===== src/mbd_pkg.sv =====
// Types, register codes and pixel helper functions for the 2x2 mip downsampler.
package mbd_pkg;

    // Configuration register indexes
    localparam logic [1:0] CFG_DST_WIDTH    = 2'd0;
    localparam logic [1:0] CFG_DST_HEIGHT   = 2'd1;
    localparam logic [1:0] CFG_PIXEL_FORMAT = 2'd2;

    // Pixel format codes (the unused code is handled as ARGB8888)
    localparam logic [1:0] FMT_ARGB8888 = 2'd0;
    localparam logic [1:0] FMT_A1R5G5B5 = 2'd1;
    localparam logic [1:0] FMT_R5G6B5   = 2'd2;

    // Fixed field widths
    localparam int DW_W           = 13;   // dst_width register
    localparam int DH_W           = 14;   // dst_height register
    localparam int ROW_W          = 14;   // source row counter
    localparam int Y_W            = 13;   // destination row
    localparam int OX_W           = 12;   // out_x port
    localparam int CFG_D_W        = 14;   // config write data
    localparam int MAX_DST_HEIGHT = 8192;

    // Four 9-bit channel sums {a, r, g, b}
    typedef logic [35:0] pair_sum_t;

    // Control carried alongside a word in the input stage
    typedef struct packed {
        logic           emit;   // odd column on an odd row: produces a result
        logic           last;   // final pixel of the level
        logic [Y_W-1:0] y;
    } s1_ctrl_t;

    // Expand a source pixel to ARGB8888
    function automatic logic [31:0] widen(input logic [31:0] p, input logic [1:0] fmt);
        logic [15:0] v;
        logic [31:0] r;
        begin
            v = p[15:0];
            case (fmt)
                FMT_A1R5G5B5: r = {{8{v[15]}}, v[14:10], 3'b000, v[9:5], 3'b000,
                                   v[4:0], 3'b000};
                FMT_R5G6B5:   r = {8'hFF, v[15:11], 3'b000, v[10:5], 2'b00,
                                   v[4:0], 3'b000};
                default:      r = p;
            endcase
            return r;
        end
    endfunction

    // Per-channel sum of two ARGB8888 pixels
    function automatic pair_sum_t pair_sum(input logic [31:0] p, input logic [31:0] q);
        pair_sum_t s;
        begin
            for (int ch = 0; ch < 4; ch++) begin
                s[9*ch +: 9] = {1'b0, p[8*ch +: 8]} + {1'b0, q[8*ch +: 8]};
            end
            return s;
        end
    endfunction

    // Add two rows of pair sums, divide by four, pack into the output format
    function automatic logic [31:0] avg_pack(input pair_sum_t prev, input pair_sum_t cur,
                                             input logic [1:0] fmt);
        logic [9:0]  s;
        logic [31:0] c;   // averaged ARGB8888
        logic [31:0] r;
        begin
            for (int ch = 0; ch < 4; ch++) begin
                s = {1'b0, prev[9*ch +: 9]} + {1'b0, cur[9*ch +: 9]};
                c[8*ch +: 8] = s[9:2];
            end
            case (fmt)
                FMT_A1R5G5B5: r = {16'h0000, c[31], c[23:19], c[15:11], c[7:3]};
                FMT_R5G6B5:   r = {16'h0000, c[23:19], c[15:10], c[7:3]};
                default:      r = c;
            endcase
            return r;
        end
    endfunction

endpackage


===== src/mbd_cfg_cnt.sv =====
// Configuration registers and source column/row position counters.
module mbd_cfg_cnt
    import mbd_pkg::*;
#(
    parameter int MAX_DST_WIDTH = 4096,
    parameter int XW            = 12
)
(
    input  logic               clk,
    input  logic               rst_n,
    input  logic               cfg_wr,
    input  logic [1:0]         cfg_index,
    input  logic [CFG_D_W-1:0] cfg_data,
    input  logic               advance,
    output logic [1:0]         fmt,
    output logic               col_odd,
    output logic               row_odd,
    output logic [XW-1:0]      x,
    output logic [Y_W-1:0]     y,
    output logic               last
);

    localparam int EW = XW + 1;   // effective width, can hold MAX_DST_WIDTH
    localparam int CW = XW + 1;   // source column counter

    logic [DW_W-1:0]  dst_width_reg;
    logic [DH_W-1:0]  dst_height_reg;
    logic [1:0]       fmt_reg;
    logic [CW-1:0]    col_reg;
    logic [CW-1:0]    col_next;
    logic [ROW_W-1:0] row_reg;
    logic [ROW_W-1:0] row_next;

    logic [EW-1:0]    eff_w;
    logic [DH_W-1:0]  eff_h;
    logic [CW:0]      two_w;
    logic [ROW_W:0]   two_h;
    logic [CW:0]      col_inc;
    logic [ROW_W:0]   row_inc;
    logic             col_wrap;
    logic             row_wrap;
    logic             geom_wr;

    // Clamp geometry: zero counts as one, limits at the maximum sizes
    always_comb
    begin
        if (dst_width_reg == '0)
            eff_w = EW'(1);
        else if ({1'b0, dst_width_reg} > (DW_W+1)'(MAX_DST_WIDTH))
            eff_w = EW'(MAX_DST_WIDTH);
        else
            eff_w = EW'(dst_width_reg);

        if (dst_height_reg == '0)
            eff_h = DH_W'(1);
        else if (dst_height_reg > DH_W'(MAX_DST_HEIGHT))
            eff_h = DH_W'(MAX_DST_HEIGHT);
        else
            eff_h = dst_height_reg;
    end

    assign two_w    = {eff_w, 1'b0};
    assign two_h    = {eff_h, 1'b0};
    assign col_inc  = {1'b0, col_reg} + (CW+1)'(1);
    assign row_inc  = {1'b0, row_reg} + (ROW_W+1)'(1);
    assign col_wrap = (col_inc >= two_w);
    assign row_wrap = (row_inc >= two_h);
    assign geom_wr  = cfg_wr && ((cfg_index == CFG_DST_WIDTH) ||
                                 (cfg_index == CFG_DST_HEIGHT));

    // Raster position after this word; a width or height write resets it
    always_comb
    begin
        col_next = col_reg;
        row_next = row_reg;
        if (geom_wr)
        begin
            col_next = '0;
            row_next = '0;
        end
        else if (advance)
        begin
            if (col_wrap)
            begin
                col_next = '0;
                row_next = row_wrap ? '0 : row_inc[ROW_W-1:0];
            end
            else
            begin
                col_next = col_inc[CW-1:0];
            end
        end
    end

    // Registers
    always_ff @(posedge clk or negedge rst_n)
    begin
        if (!rst_n)
        begin
            dst_width_reg  <= DW_W'(1);
            dst_height_reg <= DH_W'(1);
            fmt_reg        <= FMT_ARGB8888;
            col_reg        <= '0;
            row_reg        <= '0;
        end
        else
        begin
            if (cfg_wr)
            begin
                unique case (cfg_index)
                    CFG_DST_WIDTH:    dst_width_reg  <= cfg_data[DW_W-1:0];
                    CFG_DST_HEIGHT:   dst_height_reg <= cfg_data[DH_W-1:0];
                    CFG_PIXEL_FORMAT: fmt_reg        <= cfg_data[1:0];
                    default:          ;
                endcase
            end
            col_reg <= col_next;
            row_reg <= row_next;
        end
    end

    assign fmt     = fmt_reg;
    assign col_odd = col_reg[0];
    assign row_odd = row_reg[0];
    assign x       = col_reg[CW-1:1];
    assign y       = row_reg[ROW_W-1:1];
    // Both counters wrap only on the final source pixel
    assign last    = col_wrap && row_wrap;

endmodule


===== config.mk =====
export PLATFORM = sky130hd
export DESIGN_NAME = mbd_cfg_cnt
export DESIGN_NICKNAME = d
export VERILOG_FILES = /design/src/mbd_pkg.sv /design/src/mbd_cfg_cnt.sv
export SDC_FILE = /design/constraint.sdc
export NUM_CORES = 1
export LEC_CHECK = 0
export ABC_AREA = 1
export BUFFER_PORTS_ARGS = -buffer_cell sky130_fd_sc_hd__buf_2
export CORE_MARGIN = 8
export CORE_UTILIZATION = 53
export CTS_CLUSTER_SIZE = 12
export DETAILED_ROUTE_END_ITERATION = 8
export PLACE_DENSITY_LB_ADDON = 0.25
export SYNTH_ARGS = -nofsm -noshare
export SYNTH_HDL_FRONTEND = slang
export SYNTH_SLANG_ARGS = --single-unit

===== constraint.sdc =====
create_clock -name clk -period 2.3 [get_ports clk]
set_input_delay 0.23 -clock clk [delete_from_list [all_inputs] [get_ports clk]]
set_output_delay 0.23 -clock clk [all_outputs]
set_load 0.1 [all_outputs]

==> flow_metrics.env <==
export IMPL_status="finished, violations left"
export IMPL_failed_checks="negative setup slack"
export IMPL_dp_final_hpwl_microns=7540
export IMPL_rr_startpoint="col_reg[0]"
export IMPL_worstSetupPathType="register to output pin"
export IMPL_setup_viol=28
export IMPL_root_buffer="clkbuf_8"
export IMPL_grt_pass1_wl_microns=16800
export IMPL_yosysMostFrequentCell="nand2_1"
export IMPL_cp_required_ns=2.07
export IMPL_avgRoutedWirePerCell_microns=13.8
export IMPL_drt_total_wl_microns=9860
export IMPL_clock_latency_ns=0.32
export IMPL_fmax_ghz=0.334
export IMPL_crit_family="simple AND/OR/NAND/NOR gates"
export IMPL_netlist_area_sq_um=3680
export IMPL_vias=3711
export IMPL_drive_gt1_frac=0.360
export IMPL_hold_viol_final=0
export IMPL_whs_path_depth=3
export IMPL_rr_worst_depth=18
export IMPL_p_leak_nw=2.68
export IMPL_synth_edf_count=0
export IMPL_p_per_area_nw_per_um2=720
export IMPL_reg2reg_slack_ns=-0.54
export IMPL_synth_area_leader_cell="dfrtp_1"
export IMPL_layout_setup_ws_ns=-0.693
export IMPL_grt_setup_unrepaired="yes"
export IMPL_areaGrowthSynthToFinish_pct=37.7
export IMPL_viasPerCell=5.20
export IMPL_dieHeight_microns=99.3
export IMPL_gp_congestion=0.867
export IMPL_critPathArrivalTime_ns=2.76
export IMPL_htreeDepth=2
export IMPL_crit_path_max_fanout=3
export IMPL_cp_start_kind="register"
export IMPL_postSynthAreaPerCell_sq_um=7.42
export IMPL_synth_commonest_cells="nand2_1 (163), inv_1 (70), dfrtp_1 (54), o21ai_0 (44)"
export IMPL_cp_startpoint="col_reg[1]"
export IMPL_irDropWorstVdd_mv=0.375
export IMPL_skew_ns=0.00989
export IMPL_finalCritPeriodShare=1.30
export IMPL_fill_cells=496
export IMPL_yosysTopAreaCellShare=0.367
export IMPL_hold_start="cfg_data[13]"
export IMPL_synth_cells=496
export IMPL_yosys_warnings=0
export IMPL_start_util=0.545
export IMPL_timing_critical_path_buf_inv=4
export IMPL_cts_tree="done"
export IMPL_r2r_end="col_reg[2]"
export IMPL_antenna_left=0
export IMPL_relSlewSlack=0.491
export IMPL_async_flop_share=1.00
export IMPL_drt_iter0_markers=217
export IMPL_diodes=0
export IMPL_slew_viol_final=0
export IMPL_path_cells="buf_4 > ha_4 > nand3_4 > inv_4 > nand2_4 > nor3_2 > xor2_1 > ha_1 > nand2_1 > nor2_4 > nand2_2 > nor2_2 > nor2_2 > buf_4 > a21oi_4 > buf_12"
export IMPL_min_period_ns=2.99
export IMPL_synth_flop_cell="dfrtp_1"
export IMPL_crit_path_end_kind="output pin"
export IMPL_ys_seq_area_frac=0.381
export IMPL_tightest_slew_ns=0.762
export IMPL_dieArea_sq_um=9870
export IMPL_io_buffers=49
export IMPL_crit_slowest_cell="dfrtp_4"
export IMPL_die_w_microns=99.3
export IMPL_cpPeakStageDelay_ns=0.49
export IMPL_clk_pin_slew_ns=0.11
export IMPL_setup_tns_final_ns=-13.42
export IMPL_drt_first_pass_iters=5
export IMPL_clockBufferDepth=2
export IMPL_cts_sinks=56
export IMPL_min_to="dst_height_reg[13]"
export IMPL_first_global_vias=3678
export IMPL_numCtsBuffers=5
export IMPL_synth_cell_type_count=33
export IMPL_core_sq_um=6760
export IMPL_fin_cells=714
export IMPL_rows=30
export IMPL_maxCapViolCount=0
export IMPL_grt_ovfl_total=0
export IMPL_total_power_mw=3.65
export IMPL_grt_antenna_before_repair=0
export IMPL_grt_total_usage=0.207
export IMPL_drcViolationCount=0
export IMPL_fin_nets=682
export IMPL_dpl_cell_count=699
export IMPL_syn_nets=545
export IMPL_ioPinCount=50
export IMPL_hp_class="primary input to register"
export IMPL_synth_seq_cells=56
export IMPL_grt_max_degree=57
export IMPL_synth_area_top_cells="dfrtp_1 (37%), nand2_1 (17%), ha_1 (9.9%)"
==> what timing repair did <==
item / CTS / global route
pin swaps: 18 / 14
setup endpoints to repair: 28 / 28
endpoints found under the hold margin: 54 / 0
hold buffers: 1 / 0
gates cloned: 0 / 0
resized for setup: 15 / 8
buffers inserted: 4 / 2
==> worst max-delay path by stage <==
stage / end / cells after the start
CTS: last / 15
global route: last / 14
global placement: row_reg[7] / 14
detailed placement: row_reg[11] / 15
finish: last / 16
floorplan: last / 15
==> power by group <==
part / internal, mW / switching (mW) / leakage, nW / total [mW]
logic: 0.617 / 1.17 / 1.95 / 1.79
registers: 1.16 / 0.123 / 0.684 / 1.28
clock network: 0.225 / 0.359 / 0.0463 / 0.584
==> final cells by class <==
type,instances,area (sq um),share of cell area
repair buffers,141,978,0.193
flip-flops and latches,56,1470,0.290
multi-input cells,356,2150,0.424
well taps,80,100,0.0197
clock buffers,5,68.8,0.0136
clock inverters,3,27.5,0.00543
inverters,73,279,0.0550
==> cell families after synthesis <==
kind of cell / Yosys count / synth area share
xor gates and xnor gates: 18 / 0.0449
AOI/OAI and AO/OA: 61 / 0.0840
buffers and inverters: 84 / 0.0901
adders and majority gates: 29 / 0.0986
and+or+nand+nor: 248 / 0.301
DFF: 56 / 0.381
==> metrics by stage <==
| stage | utilization | hold slack (ns) | area (sq um) | setup slack, ns |
|---|---|---|---|---|
| floorplan | - | -0.0656 | 3860 | -0.636 |
| global placement | 0.711 | 0.254 | 4810 | -0.325 |
| detailed placement | 0.711 | 0.254 | 4810 | -0.395 |
| CTS | 0.743 | 0.148 | 5020 | -0.656 |
| global route | 0.750 | 0.153 | 5070 | -0.844 |
| finish | 0.750 | 0.162 | 5070 | -0.693 |
==> placed cells by master, fill, tap and decap left out, types with 10 or more instances in the layout <==
| cell | instances |
|---|---|
| buf_4 | 89 |
| nor2_1 | 19 |
| buf_2 | 48 |
| inv_1 | 66 |
| o21ai_1 | 21 |
| dfrtp_4 | 13 |
| xor2_1 | 14 |
| dfrtp_2 | 12 |
| ha_1 | 26 |
| nand3_1 | 27 |
| dfrtp_1 | 29 |
| o21ai_0 | 31 |
| nand2_1 | 154 |
| nand2_2 | 10 |
==> per-layer routing <==
layer	routed length (microns)	global-route usage	part of all wire
met3	431	0.0363	0.044
met1	4270	0.256	0.43
met2	4990	0.354	0.51
met5	0	0	0
met4	170	0.0745	0.017
==> worst register-to-register path, delay by kind of cell, from the launching register on <==
family,cells,cell delay [ns]
compound gates,1,0.10
fa+ha+maj,1,0.27
buf+inv,4,0.36
flops,1,0.48
simple gates,12,1.56
No activity file was read; power rests on OpenSTA's default activity.
