File: src/mbd_pkg.sv
// Types, register codes and pixel helper functions for the 2x2 mip downsampler.
package mbd_pkg;

    // Configuration register indexes
    localparam logic [1:0] CFG_DST_WIDTH    = 2'd0;
    localparam logic [1:0] CFG_DST_HEIGHT   = 2'd1;
    localparam logic [1:0] CFG_PIXEL_FORMAT = 2'd2;

    // Pixel format codes (the unused code is handled as ARGB8888)
    localparam logic [1:0] FMT_ARGB8888 = 2'd0;
    localparam logic [1:0] FMT_A1R5G5B5 = 2'd1;
    localparam logic [1:0] FMT_R5G6B5   = 2'd2;

    // Fixed field widths
    localparam int DW_W           = 13;   // dst_width register
    localparam int DH_W           = 14;   // dst_height register
    localparam int ROW_W          = 14;   // source row counter
    localparam int Y_W            = 13;   // destination row
    localparam int OX_W           = 12;   // out_x port
    localparam int CFG_D_W        = 14;   // config write data
    localparam int MAX_DST_HEIGHT = 8192;

    // Four 9-bit channel sums {a, r, g, b}
    typedef logic [35:0] pair_sum_t;

    // Control carried alongside a word in the input stage
    typedef struct packed {
        logic           emit;   // odd column on an odd row: produces a result
        logic           last;   // final pixel of the level
        logic [Y_W-1:0] y;
    } s1_ctrl_t;

    // Expand a source pixel to ARGB8888
    function automatic logic [31:0] widen(input logic [31:0] p, input logic [1:0] fmt);
        logic [15:0] v;
        logic [31:0] r;
        begin
            v = p[15:0];
            case (fmt)
                FMT_A1R5G5B5: r = {{8{v[15]}}, v[14:10], 3'b000, v[9:5], 3'b000,
                                   v[4:0], 3'b000};
                FMT_R5G6B5:   r = {8'hFF, v[15:11], 3'b000, v[10:5], 2'b00,
                                   v[4:0], 3'b000};
                default:      r = p;
            endcase
            return r;
        end
    endfunction

    // Per-channel sum of two ARGB8888 pixels
    function automatic pair_sum_t pair_sum(input logic [31:0] p, input logic [31:0] q);
        pair_sum_t s;
        begin
            for (int ch = 0; ch < 4; ch++) begin
                s[9*ch +: 9] = {1'b0, p[8*ch +: 8]} + {1'b0, q[8*ch +: 8]};
            end
            return s;
        end
    endfunction

    // Add two rows of pair sums, divide by four, pack into the output format
    function automatic logic [31:0] avg_pack(input pair_sum_t prev, input pair_sum_t cur,
                                             input logic [1:0] fmt);
        logic [9:0]  s;
        logic [31:0] c;   // averaged ARGB8888
        logic [31:0] r;
        begin
            for (int ch = 0; ch < 4; ch++) begin
                s = {1'b0, prev[9*ch +: 9]} + {1'b0, cur[9*ch +: 9]};
                c[8*ch +: 8] = s[9:2];
            end
            case (fmt)
                FMT_A1R5G5B5: r = {16'h0000, c[31], c[23:19], c[15:11], c[7:3]};
                FMT_R5G6B5:   r = {16'h0000, c[23:19], c[15:10], c[7:3]};
                default:      r = c;
            endcase
            return r;
        end
    endfunction

endpackage

File: src/mbd_out_stage.sv
// Output stage: combines the two rows of pair sums, averages, packs and holds the result.
module mbd_out_stage
    import mbd_pkg::*;
#(
    parameter int XW = 12
)
(
    input  logic            clk,
    input  logic            rst_n,
    input  logic            load,
    input  pair_sum_t       prev,
    input  pair_sum_t       cur,
    input  logic [XW-1:0]   x,
    input  s1_ctrl_t        ctrl,
    input  logic [1:0]      fmt,
    input  logic            out_ready,
    output logic            free,
    output logic            out_valid,
    output logic [31:0]     out_pixel,
    output logic [OX_W-1:0] out_x,
    output logic [Y_W-1:0]  out_y,
    output logic            last_pixel
);

    logic            out_valid_reg;
    logic            out_valid_next;
    logic [31:0]     out_pixel_reg;
    logic [OX_W-1:0] out_x_reg;
    logic [Y_W-1:0]  out_y_reg;
    logic            last_reg;

    assign free = !out_valid_reg || out_ready;

    always_comb
    begin
        out_valid_next = out_valid_reg;
        if (load)
            out_valid_next = 1'b1;
        else if (out_ready)
            out_valid_next = 1'b0;
    end

    // Valid flag
    always_ff @(posedge clk or negedge rst_n)
    begin
        if (!rst_n)
            out_valid_reg <= 1'b0;
        else
            out_valid_reg <= out_valid_next;
    end

    // Result word
    always_ff @(posedge clk)
    begin
        if (load)
        begin
            out_pixel_reg <= avg_pack(prev, cur, fmt);
            out_x_reg     <= OX_W'(x);
            out_y_reg     <= ctrl.y;
            last_reg      <= ctrl.last;
        end
    end

    assign out_valid  = out_valid_reg;
    assign out_pixel  = out_pixel_reg;
    assign out_x      = out_x_reg;
    assign out_y      = out_y_reg;
    assign last_pixel = last_reg;

endmodule

File: config.mk
export PLATFORM = sky130hd
export DESIGN_NAME = mbd_out_stage
export DESIGN_NICKNAME = d
export VERILOG_FILES = /design/src/mbd_pkg.sv /design/src/mbd_out_stage.sv
export SDC_FILE = /design/constraint.sdc
export NUM_CORES = 1
export LEC_CHECK = 0
export BUFFER_PORTS_ARGS = -buffer_cell sky130_fd_sc_hd__buf_2
export CORE_ASPECT_RATIO = 0.7
export CORE_MARGIN = 2
export CORE_UTILIZATION = 48
export CTS_BUF_LIST = sky130_fd_sc_hd__clkbuf_2 sky130_fd_sc_hd__clkbuf_4 sky130_fd_sc_hd__clkbuf_8
export DETAILED_ROUTE_END_ITERATION = 12
export GPL_TIMING_DRIVEN = 0
export PLACE_DENSITY = 0.83
export SYNTH_ARGS = -nofsm -noshare
export SYNTH_HDL_FRONTEND = slang
export SYNTH_SLANG_ARGS = --single-unit
File: constraint.sdc
create_clock -name clk -period 0.8 [get_ports clk]
set_input_delay 0.12 -clock clk [delete_from_list [all_inputs] [get_ports clk]]
set_output_delay 0.12 -clock clk [all_outputs]
set_load 0.01 [all_outputs]
==> impl_metrics.xml, run 1 <==
<?xml version="1.0" encoding="UTF-8"?>
<metrics>
  <group name="status">
    <metric name="run_status" unit="">finished, violations left</metric>
    <metric name="violated_checks" unit="">setup timing</metric>
  </group>
  <group name="clock_network">
    <metric name="cts_buffers" unit="">9</metric>
    <metric name="cts-htree-levels" unit="">3</metric>
    <metric name="cts-root-to-sink-buffers" unit="">2</metric>
    <metric name="tritoncts_sinks" unit="">59</metric>
    <metric name="worstSkewPairLatency" unit="ps">330</metric>
    <metric name="ctsRootBufferMaster" unit="">sky130_fd_sc_hd__clkbuf_8</metric>
    <metric name="clkSlewWorstSetupHoldPaths" unit="ps">60</metric>
    <metric name="tritoncts" unit="">yes</metric>
  </group>
  <group name="worst_setup_path">
    <metric name="required" unit="ps">860</metric>
    <metric name="crit_type" unit="">input port to flop</metric>
    <metric name="worst_r2r_path_depth" unit="">3</metric>
    <metric name="critPathLaunchType" unit="">input port</metric>
    <metric name="worst-path-max-fanout" unit="">4</metric>
    <metric name="critPathArrivalTime" unit="ps">1620</metric>
    <metric name="critical_path.endpoint_type" unit="">flop</metric>
  </group>
  <group name="grt">
    <metric name="grt.overflow.total" unit="">0</metric>
    <metric name="grt_pass1_wl" unit="um">15500</metric>
    <metric name="number_of_global_route_vias_before_repair" unit="">3217</metric>
    <metric name="grt_start_max_net_pins" unit="">60</metric>
    <metric name="antenna_found_initial" unit="">0</metric>
    <metric name="overall_track_demand_over_capacity_in_global_routing" unit="%">27.4</metric>
  </group>
  <group name="route">
    <metric name="route.detailed.drc" unit="">0</metric>
    <metric name="routedWlPerCell" unit="um">17.6</metric>
    <metric name="detail_route.vias_per_cell" unit="">5.38</metric>
    <metric name="routed-via-count" unit="">3249</metric>
    <metric name="first_pass_iters" unit="">4</metric>
    <metric name="antenna_left" unit="">0</metric>
    <metric name="drt-initial-drc-count" unit="">183</metric>
    <metric name="drt-total-wl" unit="um">10600</metric>
  </group>
  <group name="placed_design">
    <metric name="post_place_setup_slack" unit="ps">-1170</metric>
    <metric name="gp_congestion" unit="">0.845</metric>
    <metric name="place.detailed.hpwl" unit="um">6460</metric>
    <metric name="place.port_buffers" unit="">163</metric>
    <metric name="place_area" unit="sq um">4600</metric>
  </group>
  <group name="timing">
    <metric name="layout_setup_ws" unit="ps">-761</metric>
    <metric name="setup-violations-final" unit="">92</metric>
    <metric name="rsz_0062_raised_after_global_routing" unit="">true</metric>
    <metric name="clock-skew-final" unit="ps">0</metric>
    <metric name="timing.max_slew.rel_slack" unit="%">51.3</metric>
    <metric name="final_hold_viol_count" unit="">0</metric>
    <metric name="finalCritPeriodShare" unit="%">195</metric>
    <metric name="period_minus_slack" unit="ps">1560</metric>
    <metric name="timing.fmax" unit="MHz">641</metric>
    <metric name="worst_slew_pin_slew" unit="ps">730</metric>
    <metric name="maxSlewViolCount" unit="">0</metric>
  </group>
  <group name="die">
    <metric name="floorplan.die_area" unit="sq um">7600</metric>
    <metric name="initial_core_util" unit="%">49.3</metric>
    <metric name="floorplan.die.width" unit="um">103</metric>
    <metric name="ioPinCount" unit="">165</metric>
    <metric name="fp.dieH" unit="um">73.5</metric>
    <metric name="placeableCoreArea" unit="sq um">6730</metric>
    <metric name="placement_rows" unit="">25</metric>
  </group>
  <group name="layout">
    <metric name="most-common-layout-cells" unit="">sky130_fd_sc_hd__buf_2, sky130_fd_sc_hd__edfxtp_1, sky130_fd_sc_hd__buf_6, sky130_fd_sc_hd__dlygate4sd3_1, sky130_fd_sc_hd__buf_4</metric>
    <metric name="largest_reg_flops" unit="">32</metric>
    <metric name="final.fill_count" unit="">334</metric>
    <metric name="syn2layout_area_growth" unit="%">76.5</metric>
    <metric name="nets" unit="">645</metric>
    <metric name="post-route-cell-area" unit="sq um">5850</metric>
    <metric name="antennaDiodeCount" unit="">0</metric>
    <metric name="mostFrequentLayoutCell" unit="">sky130_fd_sc_hd__buf_2</metric>
    <metric name="fraction_of_final_layout_cells_sized_beyond_drive_strength_1" unit="%">59.8</metric>
  </group>
  <group name="synth">
    <metric name="netlist-cell-type-count" unit="">54</metric>
    <metric name="post-synth-top-area-fraction" unit="%">52.5</metric>
    <metric name="netlist_area" unit="sq um">3310</metric>
    <metric name="yosys_register_bits" unit="">59</metric>
    <metric name="yosysTopAreaCell" unit="">sky130_fd_sc_hd__edfxtp_1</metric>
    <metric name="main_synth_ff_type" unit="">sky130_fd_sc_hd__edfxtp_1</metric>
    <metric name="synthesis.instances" unit="">272</metric>
    <metric name="syn_nets" unit="">411</metric>
    <metric name="yosysSeqAreaShare" unit="%">53.3</metric>
    <metric name="synth_top_cells_by_area" unit="">sky130_fd_sc_hd__edfxtp_1, sky130_fd_sc_hd__ha_1, sky130_fd_sc_hd__xnor2_1</metric>
    <metric name="synthesis.yosys.warnings" unit="">0</metric>
    <metric name="avgSynthCellArea" unit="sq um">12.2</metric>
    <metric name="synth_edf_count" unit="">58</metric>
    <metric name="ys_async_sr_fraction" unit="%">1.69</metric>
  </group>
  <group name="flow_run">
    <metric name="maxCapViolCount" unit="">0</metric>
  </group>
  <group name="power">
    <metric name="power.leakage" unit="nW">2.46</metric>
    <metric name="pwr_cell_area" unit="nW/um^2">1660</metric>
    <metric name="vdd.ir_drop.worst" unit="uV">893</metric>
  </group>
  <group name="min_path">
    <metric name="hold_path_class" unit="">input port to asynchronous set/reset pin</metric>
  </group>
</metrics>
==> final cells by class <==
cell class	instances	area, sq um	share of cell area [%]
Multi-Input combinational cell	196	2170	37.2
Inverter	11	41.3	0.706
Buffer	6	56.3	0.962
Timing Repair Buffer	223	1540	26.3
Clock inverter	6	33.8	0.577
Clock buffer	9	124	2.12
Sequential cell	59	1770	30.2
Tap cell	94	118	2.01
==> cells by family (layout without fill, tap and decap cells) <==
group | count (synthesis) | count (layout) | share of synthesized area [%]
fa+ha+maj | 34 | 34 | 12.8
simple gates | 78 | 78 | 11.8
compound gates | 67 | 67 | 15.7
xor+xnor | 17 | 17 | 4.49
flops | 59 | 59 | 53.3
buf+inv | 17 | 255 | 1.93
==> cells in the mapped netlist, drive strengths merged (2+ instances only) <==
master,count
xor2,7
o21a,5
o21ai,9
a211oi,4
o21bai,2
a22oi,4
nand2b,4
a21oi,14
or2,3
o221ai,6
a21o,2
or3,4
nand2,16
clkbuf,5
ha,34
nand3,8
a21boi,2
a31oi,3
and3,3
and2,4
inv,11
xnor2,10
nor3,11
o22ai,2
nor2,21
edfxtp,58
a221oi,3
==> layer usage <==
metal,track usage [%],wire length [um],vias to the layer above
met4,11.0,337,0
met3,7.90,844,35
met2,49.4,5390,174
li1,-,-,1512
met1,30.6,4060,1528
met5,0,0,-
==> worst max-delay path, stage by stage <==
cell and delay (ps):
sky130_fd_sc_hd__buf_6 100, sky130_fd_sc_hd__ha_4 270, sky130_fd_sc_hd__nor3_4 50, sky130_fd_sc_hd__a2111oi_4 390, sky130_fd_sc_hd__o21ai_2 150, sky130_fd_sc_hd__o21bai_2 200
sky130_fd_sc_hd__xnor2_2 170, sky130_fd_sc_hd__o221ai_1 150
==> per-stage QoR <==
step / util (%) / setup TNS (ps) / total power (W) / std cells / hold slack, ps
final: 87.0 / -27560 / 0.00971 / 604 / 99.4
after floorplan: - / -20780 / 0.00554 / 272 / -176
after global placement: 68.4 / -67390 / 0.00643 / 529 / -104
after CTS: 84.1 / -26200 / 0.00941 / 595 / 93.4
after global routing: 87.0 / -31260 / 0.0101 / 604 / 102
after detailed placement: 68.4 / -68990 / 0.00652 / 529 / -105
==> power by group <==
part	leakage, nW	switching, W	total, W	internal (W)
sequential	0.575	0.0000954	0.00392	0.00383
clock	0.0783	0.00117	0.00224	0.00108
combinational	1.81	0.00174	0.00354	0.00180
==> path summary, 6_finish.rpt <==
| kind | start | endpoint | slack, ps |
|---|---|---|---|
| min reg2reg | out_valid$_DFFE_PN0P_ | out_valid$_DFFE_PN0P_ | 670 |
| min | rst_n | out_valid$_DFFE_PN0P_ | 100 |
| max in group asynchronous | rst_n | out_valid$_DFFE_PN0P_ | 620 |
| max | prev[11] | out_pixel[9]$_DFFE_PP_ | -760 |
| min in group clk | out_ready | out_valid$_DFFE_PN0P_ | 180 |
| max reg2reg | out_valid$_DFFE_PN0P_ | out_valid$_DFFE_PN0P_ | 40 |
==> what timing repair did <==
| action | 4_1_cts | 5_1_grt |
|---|---|---|
| setup buffers | 23 | 11 |
| hold endpoints to repair | 27 | 0 |
| gates cloned | 1 | 0 |
| endpoints found under the setup margin | 151 | 92 |
| resized for setup | 72 | 25 |
| pin swaps | 39 | 23 |
| hold buffers | 27 | 0 |
Note: power is estimated with default switching activity, not from simulation.
==> run 2, diff against run 1 <==
--- a/config.mk
+++ b/config.mk
@@ -6,13 +6,15 @@
 export NUM_CORES = 1
 export LEC_CHECK = 0
 export BUFFER_PORTS_ARGS = -buffer_cell sky130_fd_sc_hd__buf_2
+export CELL_PAD_IN_SITES_DETAIL_PLACEMENT = 1
+export CELL_PAD_IN_SITES_GLOBAL_PLACEMENT = 1
 export CORE_ASPECT_RATIO = 0.7
 export CORE_MARGIN = 2
-export CORE_UTILIZATION = 48
+export CORE_UTILIZATION = 36
 export CTS_BUF_LIST = sky130_fd_sc_hd__clkbuf_2 sky130_fd_sc_hd__clkbuf_4 sky130_fd_sc_hd__clkbuf_8
 export DETAILED_ROUTE_END_ITERATION = 12
 export GPL_TIMING_DRIVEN = 0
-export PLACE_DENSITY = 0.83
+export PLACE_DENSITY_LB_ADDON = 0.1
 export SYNTH_ARGS = -nofsm -noshare
 export SYNTH_HDL_FRONTEND = slang
 export SYNTH_SLANG_ARGS = --single-unit
==> impl_metrics.xml, run 2 (synthesis gave the netlist of run 1 again) <==
<?xml version="1.0" encoding="UTF-8"?>
<metrics>
  <group name="grt">
    <metric name="overall_track_demand_over_capacity_in_global_routing" unit="%">23.1</metric>
    <metric name="grt_start_max_net_pins" unit="">60</metric>
    <metric name="number_of_global_route_vias_before_repair" unit="">3277</metric>
    <metric name="grt.overflow.total" unit="">0</metric>
    <metric name="antenna_found_initial" unit="">0</metric>
    <metric name="grt_pass1_wl" unit="um">18000</metric>
  </group>
  <group name="layout">
    <metric name="mostFrequentLayoutCell" unit="">sky130_fd_sc_hd__buf_2</metric>
    <metric name="antennaDiodeCount" unit="">0</metric>
    <metric name="nets" unit="">645</metric>
    <metric name="syn2layout_area_growth" unit="%">78.9</metric>
    <metric name="most-common-layout-cells" unit="">sky130_fd_sc_hd__buf_2, sky130_fd_sc_hd__edfxtp_1, sky130_fd_sc_hd__buf_6, sky130_fd_sc_hd__dlygate4sd3_1, sky130_fd_sc_hd__buf_4</metric>
    <metric name="largest_reg_flops" unit="">32</metric>
    <metric name="final.fill_count" unit="">942</metric>
    <metric name="final_core_util" unit="%">65.9</metric>
    <metric name="fraction_of_final_layout_cells_sized_beyond_drive_strength_1" unit="%">60.3</metric>
  </group>
  <group name="clock_network">
    <metric name="clkSlewWorstSetupHoldPaths" unit="ps">70</metric>
    <metric name="tritoncts_sinks" unit="">59</metric>
    <metric name="ctsRootBufferMaster" unit="">sky130_fd_sc_hd__clkbuf_8</metric>
    <metric name="cts_buffers" unit="">9</metric>
    <metric name="worstSkewPairLatency" unit="ps">330</metric>
    <metric name="cts-root-to-sink-buffers" unit="">2</metric>
    <metric name="cts-htree-levels" unit="">3</metric>
    <metric name="tritoncts" unit="">yes</metric>
  </group>
  <group name="worst_setup_path">
    <metric name="number_of_buffer_and_inverter_stages_on_the_critical_path" unit="">2</metric>
    <metric name="worst-path-max-fanout" unit="">4</metric>
    <metric name="worst_r2r_path_depth" unit="">3</metric>
    <metric name="worst_r2r_startpoint" unit="">out_valid$_DFFE_PN0P_</metric>
    <metric name="timing.critical_path.cells" unit="">buf_6 -&gt; ha_4 -&gt; nand3_4 -&gt; a2111oi_4 -&gt; o21ai_2 -&gt; o31a_1 -&gt; buf_4 -&gt; a21oi_2 -&gt; a22oi_2</metric>
    <metric name="r2r_end" unit="">out_valid$_DFFE_PN0P_</metric>
    <metric name="crit_path_max_incr_delay" unit="ps">370</metric>
    <metric name="path_delay_family" unit="">compound AO/OA/AOI/OAI gates</metric>
    <metric name="critPathLaunchType" unit="">input port</metric>
    <metric name="critPathSlowestCell" unit="">sky130_fd_sc_hd__a2111oi_4</metric>
    <metric name="crit_type" unit="">input port to flop</metric>
    <metric name="required" unit="ps">850</metric>
    <metric name="critical_path.endpoint_type" unit="">flop</metric>
    <metric name="worst_path_depth" unit="">9</metric>
    <metric name="critPathArrivalTime" unit="ps">1630</metric>
    <metric name="setup_slack_of_the_worst_register_to_register_path" unit="ps">30</metric>
  </group>
  <group name="power">
    <metric name="power.leakage" unit="nW">2.49</metric>
    <metric name="vdd.ir_drop.worst" unit="uV">958</metric>
    <metric name="pwr_cell_area" unit="nW/um^2">1790</metric>
  </group>
  <group name="die">
    <metric name="fp.dieH" unit="um">84.3</metric>
    <metric name="placement_rows" unit="">29</metric>
    <metric name="initial_core_util" unit="%">36.8</metric>
    <metric name="floorplan.die_area" unit="sq um">10000</metric>
    <metric name="ioPinCount" unit="">165</metric>
    <metric name="floorplan.die.width" unit="um">119</metric>
    <metric name="placeableCoreArea" unit="sq um">9000</metric>
  </group>
  <group name="route">
    <metric name="routed-via-count" unit="">3155</metric>
    <metric name="antenna_left" unit="">0</metric>
    <metric name="drt-total-wl" unit="um">11700</metric>
    <metric name="detail_route.vias_per_cell" unit="">4.97</metric>
    <metric name="drt-initial-drc-count" unit="">141</metric>
    <metric name="route.detailed.drc" unit="">0</metric>
    <metric name="routedWlPerCell" unit="um">18.4</metric>
    <metric name="first_pass_iters" unit="">4</metric>
  </group>
  <group name="timing">
    <metric name="layout_setup_ws" unit="ps">-771</metric>
    <metric name="period_minus_slack" unit="ps">1570</metric>
    <metric name="fin_tns_setup" unit="ps">-28140</metric>
    <metric name="setup-violations-final" unit="">92</metric>
    <metric name="finalCritPeriodShare" unit="%">196</metric>
    <metric name="final_hold_viol_count" unit="">0</metric>
    <metric name="worst_slew_pin_slew" unit="ps">553</metric>
    <metric name="maxSlewViolCount" unit="">0</metric>
    <metric name="timing.fmax" unit="MHz">637</metric>
    <metric name="clock-skew-final" unit="ps">0</metric>
    <metric name="timing.max_slew.rel_slack" unit="%">63.1</metric>
    <metric name="rsz_0062_raised_after_global_routing" unit="">true</metric>
  </group>
  <group name="min_path">
    <metric name="hold_path_class" unit="">input port to asynchronous set/reset pin</metric>
  </group>
  <group name="placed_design">
    <metric name="place.port_buffers" unit="">163</metric>
    <metric name="place.detailed.hpwl" unit="um">7550</metric>
    <metric name="gp_congestion" unit="">0.751</metric>
  </group>
  <group name="flow_run">
    <metric name="maxCapViolCount" unit="">0</metric>
  </group>
  <group name="status">
    <metric name="run_status" unit="">finished, violations left</metric>
    <metric name="violated_checks" unit="">setup timing</metric>
  </group>
</metrics>
-- run 2: cell types whose count changed in the layout (fill, tap and decap cells not counted), sizes merged --
cell	change
clkbuf	+2
clkinvlp	-2
buf	+2
bufinv	+2
clkinv	-2
bufbuf	-1
-- run 2: worst max-delay path by stage --
stage	start	endpoint	slack (ps)
floorplan	cur[10]	out_pixel[7]$_DFFE_PP_	-900
global placement	cur[10]	out_pixel[5]$_DFFE_PP_	-1160
detailed placement	prev[10]	out_pixel[5]$_DFFE_PP_	-1220
CTS	prev[11]	out_pixel[5]$_DFFE_PP_	-750
global route	cur[10]	out_pixel[14]$_DFFE_PP_	-820
finish	cur[10]	out_pixel[6]$_DFFE_PP_	-770
-- run 2: repair_timing --
item                                   CTS  global route
endpoints found under the hold margin   27             0
buffers inserted                        26            13
setup endpoints to repair              151           147
pin swaps                               37            34
hold buffers                            27             0
resized for setup                       61            39
-- run 2: where the power goes --
part	leakage [nW]	switching (W)	internal [W]
clock network	0.120	0.00121	0.00196
registers	0.575	0.000105	0.00383
logic	1.80	0.00174	0.00178
total	2.49	0.00306	0.00757
-- run 2: metrics by stage --
stage               area [sq um]  total power [W]  std cells  setup slack, ps  hold WS (ps)
global placement            4640          0.00649        559            -1160          -105
finish                      5930           0.0106        635             -771           122
global route                5930           0.0111        635             -824           118
floorplan                   3670          0.00554        272             -904          -176
CTS                         5670           0.0103        625             -750          68.9
detailed placement          4640          0.00659        559            -1220          -102
-- run 2: area by class of cell --
cell class	instances	area (sq um)	share of cell area [%]
timing repair buffer	223	1530	25.8
buffer	6	46.3	0.781
multi-input combinational	196	2160	36.4
inverter	11	43.8	0.738
clock inverter	4	73.8	1.24
clock buffer	12	159	2.68
sequential	59	1770	29.8
tap	124	155	2.62
-- run 2: layer usage --
metal / vias to the layer above / GRT usage (%) / wire, um
met1: 1532 / 28.4 / 4910
met4: 0 / 5.84 / 57
met2: 107 / 41.0 / 5960
met3: 6 / 5.50 / 745
li1: 1510 / - / -
met5: - / 0 / 0
-- run 2: worst reg2reg max path, delay by kind of cell, from the launching register on --
kind	cells	cell delay, ps
DFF	1	390
buffers and inverters	1	110
and+or+nand+nor	2	160
==> run 3, diff against run 2 <==
--- a/config.mk
+++ b/config.mk
@@ -9,12 +9,13 @@
 export CELL_PAD_IN_SITES_DETAIL_PLACEMENT = 1
 export CELL_PAD_IN_SITES_GLOBAL_PLACEMENT = 1
 export CORE_ASPECT_RATIO = 0.7
-export CORE_MARGIN = 2
+export CORE_MARGIN = 5
 export CORE_UTILIZATION = 36
 export CTS_BUF_LIST = sky130_fd_sc_hd__clkbuf_2 sky130_fd_sc_hd__clkbuf_4 sky130_fd_sc_hd__clkbuf_8
 export DETAILED_ROUTE_END_ITERATION = 12
 export GPL_TIMING_DRIVEN = 0
 export PLACE_DENSITY_LB_ADDON = 0.1
+export RECOVER_POWER = 25
 export SYNTH_ARGS = -nofsm -noshare
 export SYNTH_HDL_FRONTEND = slang
 export SYNTH_SLANG_ARGS = --single-unit
==> impl_metrics.xml, run 3 (synthesis gave the netlist of run 1 again) <==
<?xml version="1.0" encoding="UTF-8"?>
<metrics>
  <group name="power">
    <metric name="intPower" unit="W">0.00706</metric>
    <metric name="fin_total_pwr" unit="W">0.0102</metric>
    <metric name="power.combinational.fraction" unit="%">35.0</metric>
    <metric name="power.sequential.fraction" unit="%">38.8</metric>
    <metric name="net-switching-power" unit="W">0.00311</metric>
    <metric name="vdd.ir_drop.worst" unit="uV">980</metric>
    <metric name="switching_share" unit="%">30.6</metric>
    <metric name="pwr_cell_area" unit="nW/um^2">1720</metric>
    <metric name="clockPowerShare" unit="%">26.2</metric>
    <metric name="power.leakage" unit="nW">2.47</metric>
  </group>
  <group name="timing">
    <metric name="clock-skew-final" unit="ps">0</metric>
    <metric name="setup-violations-final" unit="">93</metric>
    <metric name="final_hold_viol_count" unit="">0</metric>
    <metric name="rsz_0062_raised_after_global_routing" unit="">true</metric>
    <metric name="timing.max_slew.rel_slack" unit="%">61.9</metric>
    <metric name="timing.fmax" unit="MHz">637</metric>
    <metric name="finalCritPeriodShare" unit="%">196</metric>
    <metric name="period_minus_slack" unit="ps">1570</metric>
    <metric name="maxSlewViolCount" unit="">0</metric>
    <metric name="fin_tns_setup" unit="ps">-27860</metric>
    <metric name="layout_setup_ws" unit="ps">-770</metric>
    <metric name="worst_slew_pin_slew" unit="ps">571</metric>
  </group>
  <group name="die">
    <metric name="initial_core_util" unit="%">36.7</metric>
    <metric name="placeableCoreArea" unit="sq um">9030</metric>
    <metric name="floorplan.die.width" unit="um">125</metric>
    <metric name="ioPinCount" unit="">165</metric>
    <metric name="placement_rows" unit="">29</metric>
    <metric name="floorplan.die_area" unit="sq um">11300</metric>
    <metric name="fp.dieH" unit="um">90.3</metric>
  </group>
  <group name="layout">
    <metric name="antennaDiodeCount" unit="">0</metric>
    <metric name="final_core_util" unit="%">65.6</metric>
    <metric name="syn2layout_area_growth" unit="%">78.8</metric>
    <metric name="nets" unit="">645</metric>
    <metric name="largest_reg_flops" unit="">32</metric>
    <metric name="fraction_of_final_layout_cells_sized_beyond_drive_strength_1" unit="%">59.5</metric>
    <metric name="mostFrequentLayoutCell" unit="">sky130_fd_sc_hd__buf_2</metric>
    <metric name="most-common-layout-cells" unit="">sky130_fd_sc_hd__buf_2, sky130_fd_sc_hd__edfxtp_1, sky130_fd_sc_hd__buf_6, sky130_fd_sc_hd__dlygate4sd3_1, sky130_fd_sc_hd__buf_4</metric>
    <metric name="instances_no_fill" unit="">635</metric>
  </group>
  <group name="worst_setup_path">
    <metric name="critPathSlowestCell" unit="">sky130_fd_sc_hd__a221oi_4</metric>
    <metric name="setup_slack_of_the_worst_register_to_register_path" unit="ps">-40</metric>
    <metric name="critPathArrivalTime" unit="ps">1740</metric>
    <metric name="crit_type" unit="">input port to flop</metric>
    <metric name="required" unit="ps">970</metric>
    <metric name="critPathLaunchType" unit="">input port</metric>
    <metric name="worst-path-max-fanout" unit="">3</metric>
    <metric name="crit_path_max_incr_delay" unit="ps">390</metric>
    <metric name="critical_path.endpoint_type" unit="">flop</metric>
    <metric name="timing.critical_path.cells" unit="">buf_6 -&gt; ha_4 -&gt; o21ai_4 -&gt; a221oi_4 -&gt; o31ai_4 -&gt; nor3b_4 -&gt; or3_1 -&gt; a22oi_2</metric>
    <metric name="worst_r2r_startpoint" unit="">out_valid$_DFFE_PN0P_</metric>
    <metric name="timing.critical_path.from" unit="">prev[20]</metric>
  </group>
  <group name="grt">
    <metric name="grt.overflow.total" unit="">0</metric>
    <metric name="globalRoute.busiestLayer" unit="">met2</metric>
    <metric name="global_route.usage.met3" unit="%">4.43</metric>
    <metric name="gr-usage-met2" unit="%">37.6</metric>
    <metric name="grt_pass1_wl" unit="um">19100</metric>
    <metric name="number_of_global_route_vias_before_repair" unit="">3461</metric>
    <metric name="use_met1" unit="%">26.8</metric>
    <metric name="grt_start_max_net_pins" unit="">60</metric>
    <metric name="antenna_found_initial" unit="">0</metric>
    <metric name="overall_track_demand_over_capacity_in_global_routing" unit="%">21.4</metric>
  </group>
  <group name="placed_design">
    <metric name="place.detailed.hpwl" unit="um">8020</metric>
    <metric name="gp_congestion" unit="">0.773</metric>
    <metric name="dp_cells" unit="">559</metric>
    <metric name="post_place_setup_slack" unit="ps">-1210</metric>
    <metric name="place.port_buffers" unit="">163</metric>
  </group>
  <group name="clock_network">
    <metric name="tritoncts" unit="">yes</metric>
    <metric name="worstSkewPairLatency" unit="ps">330</metric>
    <metric name="clkSlewWorstSetupHoldPaths" unit="ps">80</metric>
    <metric name="cts_buffers" unit="">9</metric>
    <metric name="cts-htree-levels" unit="">3</metric>
    <metric name="ctsRootBufferMaster" unit="">sky130_fd_sc_hd__clkbuf_8</metric>
    <metric name="tritoncts_sinks" unit="">59</metric>
    <metric name="cts-root-to-sink-buffers" unit="">2</metric>
  </group>
  <group name="route">
    <metric name="routed-via-count" unit="">3191</metric>
    <metric name="routedWlPerCell" unit="um">20.1</metric>
    <metric name="antenna_left" unit="">0</metric>
    <metric name="route.detailed.drc" unit="">0</metric>
    <metric name="detail_route.vias_per_cell" unit="">5.03</metric>
    <metric name="drt-initial-drc-count" unit="">205</metric>
    <metric name="drt-total-wl" unit="um">12800</metric>
    <metric name="first_pass_iters" unit="">4</metric>
  </group>
  <group name="status">
    <metric name="run_status" unit="">finished, violations left</metric>
    <metric name="violated_checks" unit="">setup timing</metric>
  </group>
  <group name="min_path">
    <metric name="hold_path_class" unit="">input port to asynchronous set/reset pin</metric>
  </group>
  <group name="flow_run">
    <metric name="maxCapViolCount" unit="">0</metric>
  </group>
</metrics>
-- run 3: cell type report --
| cell class | count | area [sq um] |
|---|---|---|
| Sequential cell | 59 | 1770 |
| Inverter | 11 | 46.3 |
| Timing Repair Buffer | 223 | 1550 |
| Clock buffer | 10 | 131 |
| Multi-Input combinational cell | 196 | 2160 |
| Tap cell | 124 | 155 |
| Clock inverter | 6 | 56.3 |
| Fill cell | 938 | 3110 |
| Buffer | 6 | 61.3 |
-- run 3: power groups by stage --
stage / logic (W) / clock network, W / registers (W)
after global placement: 0.00254 / 0 / 0.00398
after detailed placement: 0.00261 / 0 / 0.00399
after global routing: 0.00382 / 0.00289 / 0.00397
after floorplan: 0.00137 / 0 / 0.00417
after CTS: 0.00322 / 0.00266 / 0.00393
final: 0.00356 / 0.00267 / 0.00394
-- run 3: path summary, 6_finish.rpt --
path                                                end  depth (start not counted)
worst max-delay path            out_pixel[13]$_DFFE_PP_                          8
worst min-delay path              out_valid$_DFFE_PN0P_                          2
worst max register to register    out_valid$_DFFE_PN0P_                          4
worst min register to register    out_valid$_DFFE_PN0P_                          4
max in group asynchronous         out_valid$_DFFE_PN0P_                          2
min in group clk                out_pixel[25]$_DFFE_PP_                          4
-- run 3: worst max-delay path: cells and delay by family --
| kind | cells | cell delay (ps) |
|---|---|---|
| and+or+nand+nor | 2 | 500 |
| AOI/OAI and AO/OA | 4 | 750 |
| adders and majority gates | 1 | 270 |
| buffers and inverters | 1 | 100 |
-- run 3: per-stage QoR --
stage               area [sq um]  hold slack, ps
finish                      5930            89.7
global route                5930            89.6
CTS                         5660            69.0
detailed placement          4640            -103
global placement            4640            -105
floorplan                   3670            -176
-- run 3: layer usage --
metal	up-vias	share of wire, %
met5	-	0
met4	0	1.4
met3	14	5.7
met2	118	52
met1	1546	41
li1	1513	-
-- run 3: repair_timing --
item                                    CTS  global route
hold endpoints to repair                 27             0
buffers inserted                         26             8
pin swaps                                45            22
resized for setup                        63            44
endpoints found under the setup margin  151           141
hold buffers                             27             0
